===== src/design/lpdib_pkg.sv =====
// ----------------------------------------------------------------------------
// lpdib_pkg
// Shared types and constants of the lidar range-image binner.
// ----------------------------------------------------------------------------
package lpdib_pkg;

    // Input modes
    localparam logic [1:0] MODE_CLEAR = 2'd0;
    localparam logic [1:0] MODE_POINT = 2'd1;
    localparam logic [1:0] MODE_READ  = 2'd2;

    // Result status codes
    localparam logic [1:0] STAT_DONE = 2'd0;
    localparam logic [1:0] STAT_VIEW = 2'd1;
    localparam logic [1:0] STAT_CHAN = 2'd2;
    localparam logic [1:0] STAT_COL  = 2'd3;

    // Configuration register indexes
    localparam logic [2:0] CFG_ANGLE_MIN = 3'd0;
    localparam logic [2:0] CFG_ANGLE_MAX = 3'd1;
    localparam logic [2:0] CFG_RES       = 3'd2;
    localparam logic [2:0] CFG_ROWS      = 3'd3;
    localparam logic [2:0] CFG_TOP_DOWN  = 3'd4;
    localparam logic [2:0] CFG_MAX_RANGE = 3'd5;

    // 18000/pi in Q16: radians Q16 to centidegrees Q32
    localparam logic signed [29:0] RAD_TO_CDEG = 30'sd375493621;
    // Full turn in centidegrees
    localparam logic signed [19:0] FULL_TURN   = 20'sd36000;
    localparam logic [15:0]        DEPTH_FULL  = 16'hFFFF;

    // Work for the back end
    typedef enum logic [1:0] {
        OP_NONE  = 2'd0,
        OP_CLEAR = 2'd1,
        OP_POINT = 2'd2,
        OP_READ  = 2'd3
    } op_t;

    typedef struct packed {
        op_t         op;
        logic [1:0]  status;
        logic [5:0]  row;
        logic [9:0]  column;
        logic [6:0]  arow;
        logic [16:0] dint;
        logic [16:0] span;
        logic [15:0] res;
        logic [36:0] num;
        logic [19:0] den;
    } entry_t;

endpackage


===== src/design/lpdib_queue.sv =====
// ----------------------------------------------------------------------------
// lpdib_queue
// Two-entry queue between the classifying front and the executing back.
// ----------------------------------------------------------------------------
module lpdib_queue (
    input  logic              clk,
    input  logic              rst_n,
    input  logic              push,
    input  lpdib_pkg::entry_t din,
    output logic              full,
    input  logic              pop,
    output lpdib_pkg::entry_t head,
    output logic              empty
);

    lpdib_pkg::entry_t slot_reg [2];
    logic       wptr_reg;
    logic       rptr_reg;
    logic [1:0] cnt_reg;

    // Pointers and fill count
    always_ff @(posedge clk or negedge rst_n)
    begin
        if (!rst_n)
        begin
            wptr_reg <= 1'b0;
            rptr_reg <= 1'b0;
            cnt_reg  <= 2'd0;
        end
        else
        begin
            if (push)
            begin
                wptr_reg <= ~wptr_reg;
            end
            if (pop)
            begin
                rptr_reg <= ~rptr_reg;
            end
            if (push && !pop)
            begin
                cnt_reg <= cnt_reg + 2'd1;
            end
            else if (pop && !push)
            begin
                cnt_reg <= cnt_reg - 2'd1;
            end
        end
    end

    // Store the beat
    always_ff @(posedge clk)
    begin
        if (push)
        begin
            slot_reg[wptr_reg] <= din;
        end
    end

    assign head  = slot_reg[rptr_reg];
    assign full  = cnt_reg == 2'd2;
    assign empty = cnt_reg == 2'd0;

endmodule


===== config.mk =====
export PLATFORM = sky130hd
export DESIGN_NAME = lpdib_queue
export DESIGN_NICKNAME = d
export VERILOG_FILES = /design/src/design/lpdib_pkg.sv /design/src/design/lpdib_queue.sv
export SDC_FILE = /design/constraint.sdc
export NUM_CORES = 1
export LEC_CHECK = 0
export BUFFER_PORTS_ARGS = -buffer_cell sky130_fd_sc_hd__buf_2
export CAP_MARGIN = 20
export CORE_UTILIZATION = 52
export DETAILED_ROUTE_END_ITERATION = 6
export GPL_TIMING_DRIVEN = 0
export PLACE_DENSITY = 0.83
export SETUP_SLACK_MARGIN = 0.2
export SLEW_MARGIN = 20
export SYNTH_ARGS = -nofsm -noshare
export SYNTH_HDL_FRONTEND = slang
export SYNTH_SLANG_ARGS = --single-unit

===== constraint.sdc =====
create_clock -name clk -period 9.68 [get_ports clk]
set_input_delay 0.968 -clock clk [delete_from_list [all_inputs] [get_ports clk]]
set_output_delay 0.968 -clock clk [all_outputs]
set_load 0.05 [all_outputs]

After elaboration in Yosys (flattened, before gate mapping)
Memory sizes are Yosys's and may differ from the RTL's.
Index checks and enable logic that the tools add are counted.
{ "classes": {"add_sub_neg": 2, "n_eq_ne": 1, "mux": 4, "n_bitwise": 2, "reduce_logical": 6} }
{ "ops": {"columns": ["operator", "n"], "rows": [
  ["2-to-1 mux 2 bit", 2],
  ["adder 2 x 1 -> 2 bit, second input constant", 1],
  ["== test 2 bit, second input constant", 1],
  ["logical AND 1 bit", 2],
  ["logical NOT 1 bit", 2],
  ["logical NOT 2 bit", 1],
  ["2-to-1 mux 1 bit", 2],
  ["inverter 1 bit", 2],
  ["nonzero test 2 bit", 1],
  ["subtractor 2 x 1 -> 2 bit, second input constant", 1]
]} }
{ "word_totals": {"ff_bits": 4, "mem_bits_rw": 268, "inputBits": 138, "wordCells": 19, "mem_count": 1} }
{ "memory_table": {"columns": ["name", "depth", "word_bits", "read_ports", "rd_clocked_by_memory_dff", "write_ports", "line", "rtl"], "rows": [
  ["slot_reg", 2, 134, 1, 0, 1, "lpdib_queue.sv:16", "lpdib_pkg::entry_t slot_reg [2];"]
]} }

Longest topological paths before layout
{ "depth": {"ltp_word": 4, "mapped_depth": 5} }

Worst setup path before layout
OpenSTA, ideal clock, no wires.
{ "synth_timing": {"kind": "input to register", "start": "input port push", "end": "memory slot_reg[0][0] in the netlist's numbering (enable)", "t_arrival_ns": 6.772, "required_ns": 9.035, "path_slack_ns": 2.263, "stages": 1, "cell_sequence": "nor2b_1"} }
{ "synth_via": {"elab_chain_len": 2} }
{ "synth_lines": {"columns": ["item", "line", "rtl"], "rows": [
  ["from (decl)", "lpdib_queue.sv:8", "input logic push,"],
  ["2-to-1 mux 1 bit", "lpdib_queue.sv:54", "if (push)"],
  ["2-to-1 mux 1 bit (not written as such)", "lpdib_queue.sv:56", "slot_reg[wptr_reg] <= din;"],
  ["to (decl)", "lpdib_queue.sv:16", null]
]} }
No other way between the ends.

==> flow_summary.ini <==
[placed_design]
port_buffers = 273
place_congestion = 0.7139
dpl.hpwl_um = 13340
dp.cells = 974
placedInstanceArea_mm2 = 0.01196

[cts]
cts_tree = yes
cts_resized = 0
cts_setup_buffers = 0
numCtsBuffers = 27
cts_sinks = 272
clockBufferDepth = 3
clkTransAtPathRegs_ps = 60
insertion_delay_ps = 510
cts-root-buf = clkbuf_16
ctsHoldBuffers = 0
htreeDepth = 1

[sta]
rsz0062_at_grt = no
tightest_slew_ps = 538.7
slew_headroom_pct = 64.01
finalSetupViolCount = 0
finalClockSkew_ps = 16.45
drv_slew = 0
period_share_pct = 30.00
period_needed_ps = 2904
tns_ps = 0
fmax_ghz = 0.3443
finalHoldViolCount = 0

[final_layout]
largest_reg_flops = 268
finalNonFillerCells = 1021
antenna_cells = 0
seq_area_mm2 = 0.008148
fillerInstances = 1211
fin_area_mm2 = 0.01273
layout.nets = 882
drive_above_1_share_pct = 61.37
synthToLayoutAreaGrowth_pct = 26.69
multi_input_area_mm2 = 0.001789

[route]
wire_per_inst_um = 18.80
ant_nets = 0
remaining_drc_errors = 0
via_per_inst = 5.055
drt_first_pass_iters = 4
drt-initial-drc-count = 253
wl_um = 19190
route.vias.total = 5161

[setup_path]
cp.arrival_ps = 1940
end_kind = output port
startpoint_type = flip-flop
crit_fanout = 10
path_cells = buf_6, buf_2, mux2_2, buf_2
reg2regPathDepth = 5
r2r-end = slot_reg[0][133]
path_class = reg2out
max_stage_delay_ps = 410
cp_common_cell = buf_2
required_ps = 8710
cp_slowest_cell = mux2_2
r2r_start = wptr_reg
r2r_setup_slack_ps = 7670

[global_routing]
first_global_vias = 5572
grt_pass1_wl_um = 29000
grt_max_degree = 59
grt_overflow = 0
grt.total_usage_pct = 19.04
antenna_found_initial = 1

[synth]
synth_flop_cell = edfxtp_1
synthSimpleGateAreaFrac_pct = 0.2615
synth_seq_cells = 272
synthAdderAreaFrac_pct = 0.1245
synth_area_leader_cell = edfxtp_1
seq_area_frac_synth_pct = 81.08
synth_cells = 433
synth_nets = 572
yosysWarnings = 0
yosysUniqueCellTypes = 13
synth_edf_count = 268
synthMuxAreaShare_pct = 16.88
synth_top_family_by_area = multiplexers
synth_most_common_cell = edfxtp_1
syn_avg_cell_area_um2 = 23.21
synthesis.area_mm2 = 0.01005
synth_area_leaders = edfxtp_1, mux2_2, mux2_4, dfrtp_1, buf_6
async_flop_share_pct = 1.471
synth_top_cells_by_count = edfxtp_1, mux2_2, mux2_4
synth_top_area_share_pct = 80.08
synth-xor-area-share_pct = 0.4358
synth-compound-area-share_pct = 0

[floorplan]
die_h_um = 141.0
dieWidth_um = 141.0
start_util_pct = 53.37
core_mm2 = 0.01883
pin_count = 274
rows = 50
die-area_mm2 = 0.01989

[status]
status = finished, final reports clean

[power_and_ir_drop]
leakagePower_nw = 4.967
p_per_area_mw_per_mm2 = 347.6
vdd_ir_drop_max_uv = 232.2
p_total_mw = 4.426

[min_path]
worstHoldPathType = in2async

[job]
drv_cap = 0
## critical path: cells and delay by family, from the launching register on
| family | cells | cell delay, ps |
|---|---|---|
| buffers and inverters | 3 | 660 |
| muxes | 1 | 410 |
| DFF | 1 | 340 |
## stage by stage
step	hold WS (ps)	setup WS, ps	util, %
floorplan	453.1	2263	-
global placement	466.4	-481.5	62.35
detailed placement	489.9	6952	63.53
CTS	226.0	6726	67.61
global route	231.7	6686	67.61
finish	246.9	6776	67.61
## per-layer routing
layer  global-route usage (%)  wire length, µm  share of wire [%]  up-vias
met1                    20.50             7030                 37     2555
li1                         -                -                  -     2346
met4                    6.064              429                2.2        2
met3                    6.556             1634                8.5       37
met2                    34.98            10080                 53      221
met5                        0               16              0.083        -
## how the worst max path moves through the flow
stage / start / to / slack (ps) / depth (start not counted)
5_1_grt: rptr_reg / head[11] / 6690 / 4
4_1_cts: rptr_reg / head[128] / 6730 / 4
3_5_place_dp: push / slot_reg[0][75] / 6950 / 6
3_3_place_gp: push / slot_reg[0][12] / -480 / 2
2_1_floorplan: push / slot_reg[0][0] / 2260 / 1
6_report: rptr_reg / head[128] / 6780 / 4
## cell type report
type                       instances  area share [%]
buffer                            15          0.9336
clock buffer                      29           5.366
clock inverter                    18          0.6682
inverter                           1         0.02948
multi-input combinational        145           14.05
sequential                       272           63.99
tap                              260           2.555
timing repair buffer             281           12.40
## power breakdown
part	switching [mW]	internal [mW]	leakage [nW]
clock network	0.397	0.505	0.371
logic	1.33	0.580	2.03
registers	0.0575	1.56	2.56
## cell families after synthesis
| group | count (synthesis) |
|---|---|
| flip-flops | 272 |
| XOR/XNOR | 5 |
| multiplexers | 134 |
| AND/OR/NAND/NOR | 5 |
| buffers and inverters | 16 |
| adder cells (fa/ha/maj) | 1 |
## placed cells by master, fill, tap and decap left out
master      instances
xor2_1              4
mux2_2             84
buf_6               7
nor2_1              2
mux2_4             50
nor2b_1             1
inv_1               1
buf_2             281
clkinv_1           10
clkinv_2            5
dfrtp_1             4
ha_1                1
and2_4              1
clkbuf_1            2
clkinvlp_4          3
nor2b_4             1
buf_12              1
edfxtp_1          268
clkbuf_16          27
xnor2_1             1
buf_16              7
No activity file was read; power rests on OpenSTA's default activity.
