--- config.mk ---
export PLATFORM = sky130hd
export DESIGN_NAME = lpdib_front
export DESIGN_NICKNAME = d
export VERILOG_FILES = /design/src/design/lpdib_pkg.sv /design/src/design/lpdib_front.sv
export SDC_FILE = /design/constraint.sdc
export NUM_CORES = 2
export LEC_CHECK = 0
export BUFFER_PORTS_ARGS = -buffer_cell sky130_fd_sc_hd__buf_2
export CAP_MARGIN = 40
export CORE_UTILIZATION = 63
export CTS_BUF_LIST = sky130_fd_sc_hd__clkbuf_16
export DETAILED_ROUTE_END_ITERATION = 8
export GPL_TIMING_DRIVEN = 0
export PLACE_DENSITY = 0.86
export SYNTH_ARGS = -nofsm -noshare
export SYNTH_HDL_FRONTEND = slang
export SYNTH_SLANG_ARGS = --single-unit
--- constraint.sdc ---
create_clock -name clk -period 14.95 [get_ports clk]
set_input_delay 3.7375 -clock clk [delete_from_list [all_inputs] [get_ports clk]]
set_output_delay 3.7375 -clock clk [all_outputs]
set_load 0.005 [all_outputs]
--- src/design/lpdib_pkg.sv ---
// ----------------------------------------------------------------------------
// lpdib_pkg
// Shared types and constants of the lidar range-image binner.
// ----------------------------------------------------------------------------
package lpdib_pkg;

    // Input modes
    localparam logic [1:0] MODE_CLEAR = 2'd0;
    localparam logic [1:0] MODE_POINT = 2'd1;
    localparam logic [1:0] MODE_READ  = 2'd2;

    // Result status codes
    localparam logic [1:0] STAT_DONE = 2'd0;
    localparam logic [1:0] STAT_VIEW = 2'd1;
    localparam logic [1:0] STAT_CHAN = 2'd2;
    localparam logic [1:0] STAT_COL  = 2'd3;

    // Configuration register indexes
    localparam logic [2:0] CFG_ANGLE_MIN = 3'd0;
    localparam logic [2:0] CFG_ANGLE_MAX = 3'd1;
    localparam logic [2:0] CFG_RES       = 3'd2;
    localparam logic [2:0] CFG_ROWS      = 3'd3;
    localparam logic [2:0] CFG_TOP_DOWN  = 3'd4;
    localparam logic [2:0] CFG_MAX_RANGE = 3'd5;

    // 18000/pi in Q16: radians Q16 to centidegrees Q32
    localparam logic signed [29:0] RAD_TO_CDEG = 30'sd375493621;
    // Full turn in centidegrees
    localparam logic signed [19:0] FULL_TURN   = 20'sd36000;
    localparam logic [15:0]        DEPTH_FULL  = 16'hFFFF;

    // Work for the back end
    typedef enum logic [1:0] {
        OP_NONE  = 2'd0,
        OP_CLEAR = 2'd1,
        OP_POINT = 2'd2,
        OP_READ  = 2'd3
    } op_t;

    typedef struct packed {
        op_t         op;
        logic [1:0]  status;
        logic [5:0]  row;
        logic [9:0]  column;
        logic [6:0]  arow;
        logic [16:0] dint;
        logic [16:0] span;
        logic [15:0] res;
        logic [36:0] num;
        logic [19:0] den;
    } entry_t;

endpackage

--- src/design/lpdib_front.sv ---
// ----------------------------------------------------------------------------
// lpdib_front
// Configuration registers and two-stage classifier: row, view, divider
// operands.
// ----------------------------------------------------------------------------
module lpdib_front #(
    parameter int MAX_COLUMNS = 1024,
    parameter int MAX_ROWS    = 64
) (
    input  logic               clk,
    input  logic               rst_n,
    input  logic               in_valid,
    output logic               in_stall,
    input  logic [1:0]         mode,
    input  logic [15:0]        channel,
    input  logic signed [19:0] azimuth,
    input  logic [19:0]        distance_mm,
    input  logic [5:0]         read_row,
    input  logic [9:0]         read_column,
    input  logic               cfg_we,
    input  logic [2:0]         cfg_index,
    input  logic [19:0]        cfg_data,
    input  logic               init,
    input  logic               q_full,
    output logic               q_push,
    output lpdib_pkg::entry_t  q_din
);

    // Configuration
    logic signed [16:0] amin_reg;
    logic signed [16:0] amax_reg;
    logic [15:0]        res_reg;
    logic [6:0]         rowcnt_reg;
    logic               t2d_reg;
    logic [19:0]        maxr_reg;

    // Stage A
    logic               va_reg;
    logic               va_next;
    logic [1:0]         mode_a;
    logic [15:0]        chan_a;
    logic signed [19:0] az_a;
    logic [19:0]        dist_a;
    logic [5:0]         rr_a;
    logic [9:0]         rc_a;

    // Stage B
    logic               vb_reg;
    logic               vb_next;
    logic [1:0]         mode_b;
    logic               chbad_b;
    logic [6:0]         row_b;
    logic signed [49:0] prod_b;
    logic [19:0]        dist_b;
    logic [5:0]         rr_b;
    logic [9:0]         rc_b;

    logic               adv_a;
    logic               adv_b;
    logic               accept;
    logic [8:0]         rows_w;
    logic [6:0]         rows7;
    logic               chbad_a;
    logic [6:0]         row_a;
    logic signed [49:0] prod_a;

    logic               wrap;
    logic signed [19:0] amin20;
    logic signed [19:0] hi_i;
    logic signed [51:0] p52;
    logic signed [51:0] lo52;
    logic signed [51:0] hi52;
    logic signed [51:0] diff;
    logic               in_view;
    logic [19:0]        span20;
    logic [19:0]        m;
    logic               read_bad;

    // Write configuration registers
    always_ff @(posedge clk or negedge rst_n)
    begin
        if (!rst_n)
        begin
            amin_reg   <= 17'sd0;
            amax_reg   <= 17'sd36000;
            res_reg    <= 16'd36;
            rowcnt_reg <= 7'd64;
            t2d_reg    <= 1'b1;
            maxr_reg   <= 20'd200000;
        end
        else if (cfg_we)
        begin
            unique case (cfg_index)
                lpdib_pkg::CFG_ANGLE_MIN: amin_reg   <= cfg_data[16:0];
                lpdib_pkg::CFG_ANGLE_MAX: amax_reg   <= cfg_data[16:0];
                lpdib_pkg::CFG_RES:       res_reg    <= cfg_data[15:0];
                lpdib_pkg::CFG_ROWS:      rowcnt_reg <= cfg_data[6:0];
                lpdib_pkg::CFG_TOP_DOWN:  t2d_reg    <= cfg_data[0];
                lpdib_pkg::CFG_MAX_RANGE: maxr_reg   <= cfg_data;
                default:                  ;
            endcase
        end
    end

    // Advance the pipe when the next place frees up
    always_comb
    begin
        adv_b    = !vb_reg || !q_full;
        adv_a    = !va_reg || adv_b;
        in_stall = !adv_a || init;
        accept   = in_valid && !in_stall;
        q_push   = vb_reg && !q_full;
        va_next  = adv_a ? accept : va_reg;
        vb_next  = adv_b ? va_reg : vb_reg;
    end

    always_ff @(posedge clk or negedge rst_n)
    begin
        if (!rst_n)
        begin
            va_reg <= 1'b0;
            vb_reg <= 1'b0;
        end
        else
        begin
            va_reg <= va_next;
            vb_reg <= vb_next;
        end
    end

    // Stage A: row from channel, azimuth to centidegrees
    always_comb
    begin
        rows_w  = ({2'b00, rowcnt_reg} < 9'(MAX_ROWS)) ? {2'b00, rowcnt_reg} : 9'(MAX_ROWS);
        rows7   = rows_w[6:0];
        chbad_a = chan_a >= {9'd0, rows7};
        row_a   = t2d_reg ? chan_a[6:0] : (rows7 - 7'd1 - chan_a[6:0]);
        prod_a  = 50'(az_a) * 50'(lpdib_pkg::RAD_TO_CDEG);
    end

    always_ff @(posedge clk)
    begin
        if (accept)
        begin
            mode_a <= mode;
            chan_a <= channel;
            az_a   <= azimuth;
            dist_a <= distance_mm;
            rr_a   <= read_row;
            rc_a   <= read_column;
        end
        if (adv_b && va_reg)
        begin
            mode_b  <= mode_a;
            chbad_b <= chbad_a;
            row_b   <= row_a;
            prod_b  <= prod_a;
            dist_b  <= dist_a;
            rr_b    <= rr_a;
            rc_b    <= rc_a;
        end
    end

    // Stage B: view window, column and depth operands
    always_comb
    begin
        wrap     = amin_reg > amax_reg;
        amin20   = 20'(amin_reg);
        hi_i     = 20'(amax_reg) + (wrap ? lpdib_pkg::FULL_TURN : 20'sd0);
        p52      = 52'(prod_b) + (wrap ? {lpdib_pkg::FULL_TURN, 32'd0} : 52'sd0);
        lo52     = {amin20, 32'd0};
        hi52     = {hi_i, 32'd0};
        in_view  = (p52 > lo52) && (p52 <= hi52);
        diff     = p52 - lo52;
        span20   = (hi_i > amin20) ? 20'(hi_i - amin20) : 20'd0;
        m        = (dist_b < maxr_reg) ? dist_b : maxr_reg;
        read_bad = (32'(rr_b) >= 32'(MAX_ROWS)) || (32'(rc_b) >= 32'(MAX_COLUMNS));

        q_din        = '0;
        q_din.dint   = diff[48:32];
        q_din.span   = span20[16:0];
        q_din.res    = (res_reg == 16'd0) ? 16'd1 : res_reg;
        q_din.num    = 37'(m) * 37'(lpdib_pkg::DEPTH_FULL) + 37'(maxr_reg) - 37'd1;
        q_din.den    = maxr_reg;
        q_din.op     = lpdib_pkg::OP_NONE;
        q_din.status = lpdib_pkg::STAT_DONE;
        unique case (mode_b)
            lpdib_pkg::MODE_CLEAR:
            begin
                q_din.op = lpdib_pkg::OP_CLEAR;
            end
            lpdib_pkg::MODE_POINT:
            begin
                priority if (chbad_b)
                begin
                    q_din.status = lpdib_pkg::STAT_CHAN;
                end
                else if (!in_view)
                begin
                    q_din.status = lpdib_pkg::STAT_VIEW;
                    q_din.row    = row_b[5:0];
                end
                else
                begin
                    q_din.op   = lpdib_pkg::OP_POINT;
                    q_din.row  = row_b[5:0];
                    q_din.arow = row_b;
                end
            end
            lpdib_pkg::MODE_READ:
            begin
                q_din.row    = rr_b;
                q_din.column = rc_b;
                q_din.arow   = {1'b0, rr_b};
                if (read_bad)
                begin
                    q_din.status = lpdib_pkg::STAT_COL;
                end
                else
                begin
                    q_din.op = lpdib_pkg::OP_READ;
                end
            end
            default:
            begin
                q_din.op = lpdib_pkg::OP_NONE;
            end
        endcase
    end

endmodule

[Word level (Yosys, flattened, before mapping)]
Index checks and enable logic that the tools add are counted.
Operators by class
  $mul: 2
  mux-type cells: 19
  bitwise gates (word level): 0
  shifts and indexed selects: 0
  equal/unequal tests: 7
  divide/modulo/power cells: 0
  reduce and logical (&&, ||, !) cells: 21
  magnitude comparators: 7
  add/subtract/negate cells: 8
Operator list (count)
  50-bit by 49-bit adder with 51-bit output: 1
  51-bit by 49-bit > comparator with 1-bit output: 1
  51-bit by 50-bit <= comparator with 1-bit output: 1
  20-bit by 30-bit multiplier with 50-bit output (second input constant): 1
  49-bit subtractor: 1
  48-bit 2-to-1 mux: 1
  36-bit by 20-bit adder with 37-bit output: 1
  37-bit by 1-bit subtractor with 37-bit output (second input constant): 1
  20-bit by 16-bit multiplier with 36-bit output (second input constant): 1
  16-bit 2-to-1 mux: 2
  7-bit 2-to-1 mux: 4
  20-bit less-than comparator: 1
  20-bit 2-to-1 mux: 1
  17-bit by 17-bit adder with 18-bit output: 1
  18-bit by 17-bit > comparator with 1-bit output: 1
  17-bit > comparator: 1
  17-bit 2-to-1 mux: 1
  17-bit subtractor: 1
  16-bit by 7-bit greater-or-equal comparator with 1-bit output: 1
  16-bit zero test: 1
  7-bit one-hot mux with 2 select lines: 1
  6-bit one-hot mux with 2 select lines: 1
  2-bit AND reduction: 6
  10-bit 2-to-1 mux: 1
  17 further kinds: 31
Storage, ports and cells
  memories kept: 0
  output and inout port bits: 136
  bits in writable memories: 0
  bits in read-only memories: 0
  input port bits: 103
  latch bits: 0
  logic and storage cells: 85
  register bits: 250

[Depth between registers and ports, before layout]
  depth after elaboration: 8
  gate-level depth with buffers: 33
  gate-level depth less buffers: 32

[Worst setup path before layout]
OpenSTA, ideal clock, no wires.
  path kind: flip-flop to output port
  start point: register maxr_reg[17]
  end point: output q_din[52] (netlist bit)
  data arrival time: 8.061 ns
  cell stages (with the launch flop): 31
  path buffers: 1
  required time: 11.213 ns
  setup slack: 3.152 ns
  cells stage by stage: dfstp_2 -> inv_1 -> ha_1 -> a21o_1 -> a21o_1 -> a21oi_1 -> and3b_1 -> a22oi_2 -> buf_2 -> mux2i_1 -> inv_1 -> fa_1 -> inv_1 -> fa_1 -> inv_1 -> fa_1 -> fa_1 -> fa_1 -> inv_1 -> fa_1 -> inv_1 -> ha_1 -> and2_1 -> o21ai_0 -> inv_1 -> a221oi_1 -> o21ai_0 -> a221o_1 -> a21oi_1 -> nor4bb_1 -> a211o_1
RTL lines
  start, declared: line lpdib_front.sv:35  | logic [19:0] maxr_reg;
  start signal, assigned: line lpdib_front.sv:99  | lpdib_pkg::CFG_MAX_RANGE: maxr_reg <= cfg_data;
  end, declared: line lpdib_front.sv:26  | output lpdib_pkg::entry_t q_din

==> parameters.txt <==
Parameter                              Value

Global routing
  Number of global-route vias before repair ... around 24000
  Gr ovfl total ... 0
  Overall fraction of global-route tracks in use ... a little under a third
  Maximum number of pins on one net before global-route repair ... 56
  First-pass GRT wire length ... approximately 120000 microns
  Number of antenna violations at the first check in global routing ... 3

Worst setup path
  Max stage delay on crit path ... just over 700 ps
  Slowest-stage cell, CP ... fa_1
  Worst EP arrival ... approximately 10000 ps
  Register-to-register path setup slack ... around 7900 ps
  Crit path capture type ... primary output
  Worst r2r path cells ... 22
  Critical path fanouts, max ... 10
  Data required time of the critical path ... approximately 11000 ps
  Type of the worst setup path ... flip-flop to primary output
  Cell repeated most along the worst path ... fa_1
  Reg2Reg Launch Point ... az_a[14]
  Sort of element at the start of the critical path ... flip-flop
  Terminus of the critical flop-to-flop path ... prod_b[47]

Final layout
  Register bank with the most flops ... prod_b
  Leading cell types in the layout, fill and taps excluded ... 696 x inv_1, 515 x ha_1, 403 x fa_1, 241 x buf_2, 170 x edfxtp_1
  Fraction of final layout cells sized beyond drive strength 1 ... between 10% and 20%
  Area added between synthesis and finish ... 10.03%
  Net count, final ... around 4300
  Number of flip-flops under the largest register name ... 50
  Most common library cell in the layout ignoring fill and taps ... inv_1

Floorplan
  Total die area ... approximately 51000 sq um
  Effective utilization at floorplan ... between 60% and 70%
  Row cnt ... a little over 80
  Area of the placeable core ... around 50000 sq um
  Number of ports placed on the die boundary ... 239
  Die H ... ~230 microns
  Die extent in x ... between 200 and 250 microns

Detailed routing
  DRT Pass-1 Iters ... 7
  Remaining design rule violation count ... 0
  Detailed router's first-iteration violation count ... 1442
  Average routed wire per standard cell ... 19.75 microns
  Remaining number of nets flagged by the antenna check after routing ... 0
  Via total after detailed routing ... 22751
  Vias per cell ... between 5 and 6
  Final WL ... just under 80000 microns

Synthesis
  Asr flop ratio synth ... about a third
  Synth Instances ... roughly 3000
  Proportion of synthesized chip area in sequential cells ... 22.36%
  Warning count from the yosys run ... 0
  Synthesized area ... about 32000 sq um
  Number of flops mapped to enable cells by yosys ... 170
  Net Count, Synth ... 4066
  Number of library cell types mapped by synthesis ... a little over 80
  Average size of a mapped cell ... approximately 10 sq um
  Dominant synthesized flop cell ... edfxtp_1
  Post-synthesis sequential element count ... 250

Min path
  Classification of the worst-slack hold path ... flip-flop to flip-flop
  Origin of the worst min-delay path ... dist_a[19]
  Worst hold path endpoint ... dist_b[19]
  Number of stages on the worst hold path ... 0

STA
  Final count of pins violating max slew ... 0
  Final period util ... around 93%
  Final hold violations ... 0
  RSZ-0062 raised after global routing ... false
  Final setup slack of the worst path ... around 1100 ps
  Final min period ... 13900 ps
  Max Clk Rate ... slightly above 0.07 GHz
  Finish-stage setup viols ... 0
  Actual transition at the worst max-transition pin ... 895.8 ps
  Worst-case clock skew ... between 10 and 15 ps
  Sum Neg Setup Slack ... 0 ps
  Max-slew headroom at the worst pin ... around two fifths

CTS
  Clock Path Buffers ... 3
  Total of hold buffers inserted after clock tree synthesis ... 0
  Num Clock Sinks ... 250
  Post-cts sizing count ... 0
  Max H-tree Level ... 1
  Clock tree from TritonCTS ... done
  Clock root buffer ... clkbuf_16
  Post-CTS setup repair buffer count ... 0
  Latest clock arrival within the worst-skew pair ... between 500 and 600 ps
  CTS clk-pin slew, worst paths ... roughly 70 ps
  TritonCTS buffer count ... 29

Job
  # Max-Cap Violations ... 0

Place
  Detail Placement HPWL ... a little under 70000 microns
  Placer Congestion ... roughly 0.99
  IO buf count ... 238
  Worst slack, placed ... 1654 ps

Status
  Status ... completed
-- layout make-up --
| cell class | count | area, sq um |
|---|---|---|
| inverters | 695 | 2609 |
| flip-flops and latches | 250 | 7126 |
| fillers | 3609 | 15000 |
| well taps | 672 | 840.8 |
| clock inverters | 25 | 252.7 |
| clock buffers | 29 | 725.7 |
| multi-input cells | 2036 | 21850 |
| plain buffers | 64 | 307.8 |
| diodes | 4 | 10.01 |
| repair buffers | 247 | 1348 |
-- worst max-delay path, delay by kind of cell, from the launching register on --
| family | cells | cell delay [ps] |
|---|---|---|
| adder cells (fa/ha/maj) | 8 | 4020 |
| AND/OR/NAND/NOR | 1 | 110 |
| XOR/XNOR | 1 | 180 |
| AO/OA/AOI/OAI | 12 | 3080 |
| buffers and inverters | 7 | 1190 |
| multiplexers | 1 | 510 |
| flip-flops | 1 | 480 |
-- logic make-up (layout without fill, tap and decap cells) --
| logic type | after synthesis | in the layout | synth area share (%) |
|---|---|---|---|
| flip-flops | 250 | 250 | 22.36 |
| AO/OA/AOI/OAI | 465 | 465 | 9.497 |
| XOR/XNOR | 155 | 155 | 4.260 |
| other | 0 | 4 | 0 |
| AND/OR/NAND/NOR | 422 | 422 | 6.549 |
| adder cells (fa/ha/maj) | 922 | 922 | 45.66 |
| multiplexers | 72 | 72 | 2.524 |
| buffers and inverters | 759 | 1060 | 9.152 |
-- per-layer routing --
metal / GRT usage [%] / vias to the layer above / routed length (microns)
met3: 4.743 / 201 / 5006
li1: - / 10538 / -
met5: 0 / - / 0
met2: 55.80 / 781 / 40220
met1: 38.09 / 11231 / 30530
met4: 13.80 / 0 / 3674
-- Yosys cell counts (all sizes together), types with 16 or more instances --
library cell / n / area share [%]
nand2: 120 / 1.4
and2: 16 / 0.31
a21o: 87 / 2.0
mux2: 61 / 2.2
fa: 403 / 25
inv: 695 / 8.2
buf: 21 / 0.46
edfxtp: 170 / 16
o21bai: 21 / 0.49
dfrtp: 65 / 5.1
a21oi: 121 / 1.9
ha: 515 / 20
nor2b: 23 / 0.45
nor2: 94 / 1.1
xor2: 58 / 1.6
nand4: 21 / 0.41
nand3: 30 / 0.49
a21boi: 19 / 0.45
nor4: 20 / 0.39
xnor2: 97 / 2.7
clkbuf: 43 / 0.51
o21ai: 105 / 1.7
nor3: 35 / 0.55
nand2b: 17 / 0.33
a31oi: 20 / 0.39
-- per-stage QoR --
| step | util (%) | hold slack, ps | cell area, sq um | instances |
|---|---|---|---|---|
| 2_1_floorplan | - | 400.3 | 31870 | 3045 |
| 3_3_place_gp | 67.71 | 401.5 | 33900 | 3955 |
| 3_5_place_dp | 68.04 | 404.5 | 34070 | 3962 |
| 4_1_cts | 69.99 | 410.7 | 35040 | 4016 |
| 5_1_grt | 70.03 | 423.1 | 35060 | 4021 |
| 6_report | 70.04 | 413.8 | 35070 | 4022 |
-- worst max-delay path by stage --
stage,from,end,slack [ps],cells after the start
after floorplan,maxr_reg[17],q_din[52],3150,30
after global placement,q_full,prod_b[47],280,2
after detailed placement,maxr_reg[1],q_din[52],1650,32
after CTS,maxr_reg[1],q_din[52],1000,32
after global routing,maxr_reg[1],q_din[52],530,32
final,maxr_reg[1],q_din[49],1050,30
Power is left out: the tool's default activity adds up to more than one toggle a clock period on the data nets, which glitch-free logic cannot reach.
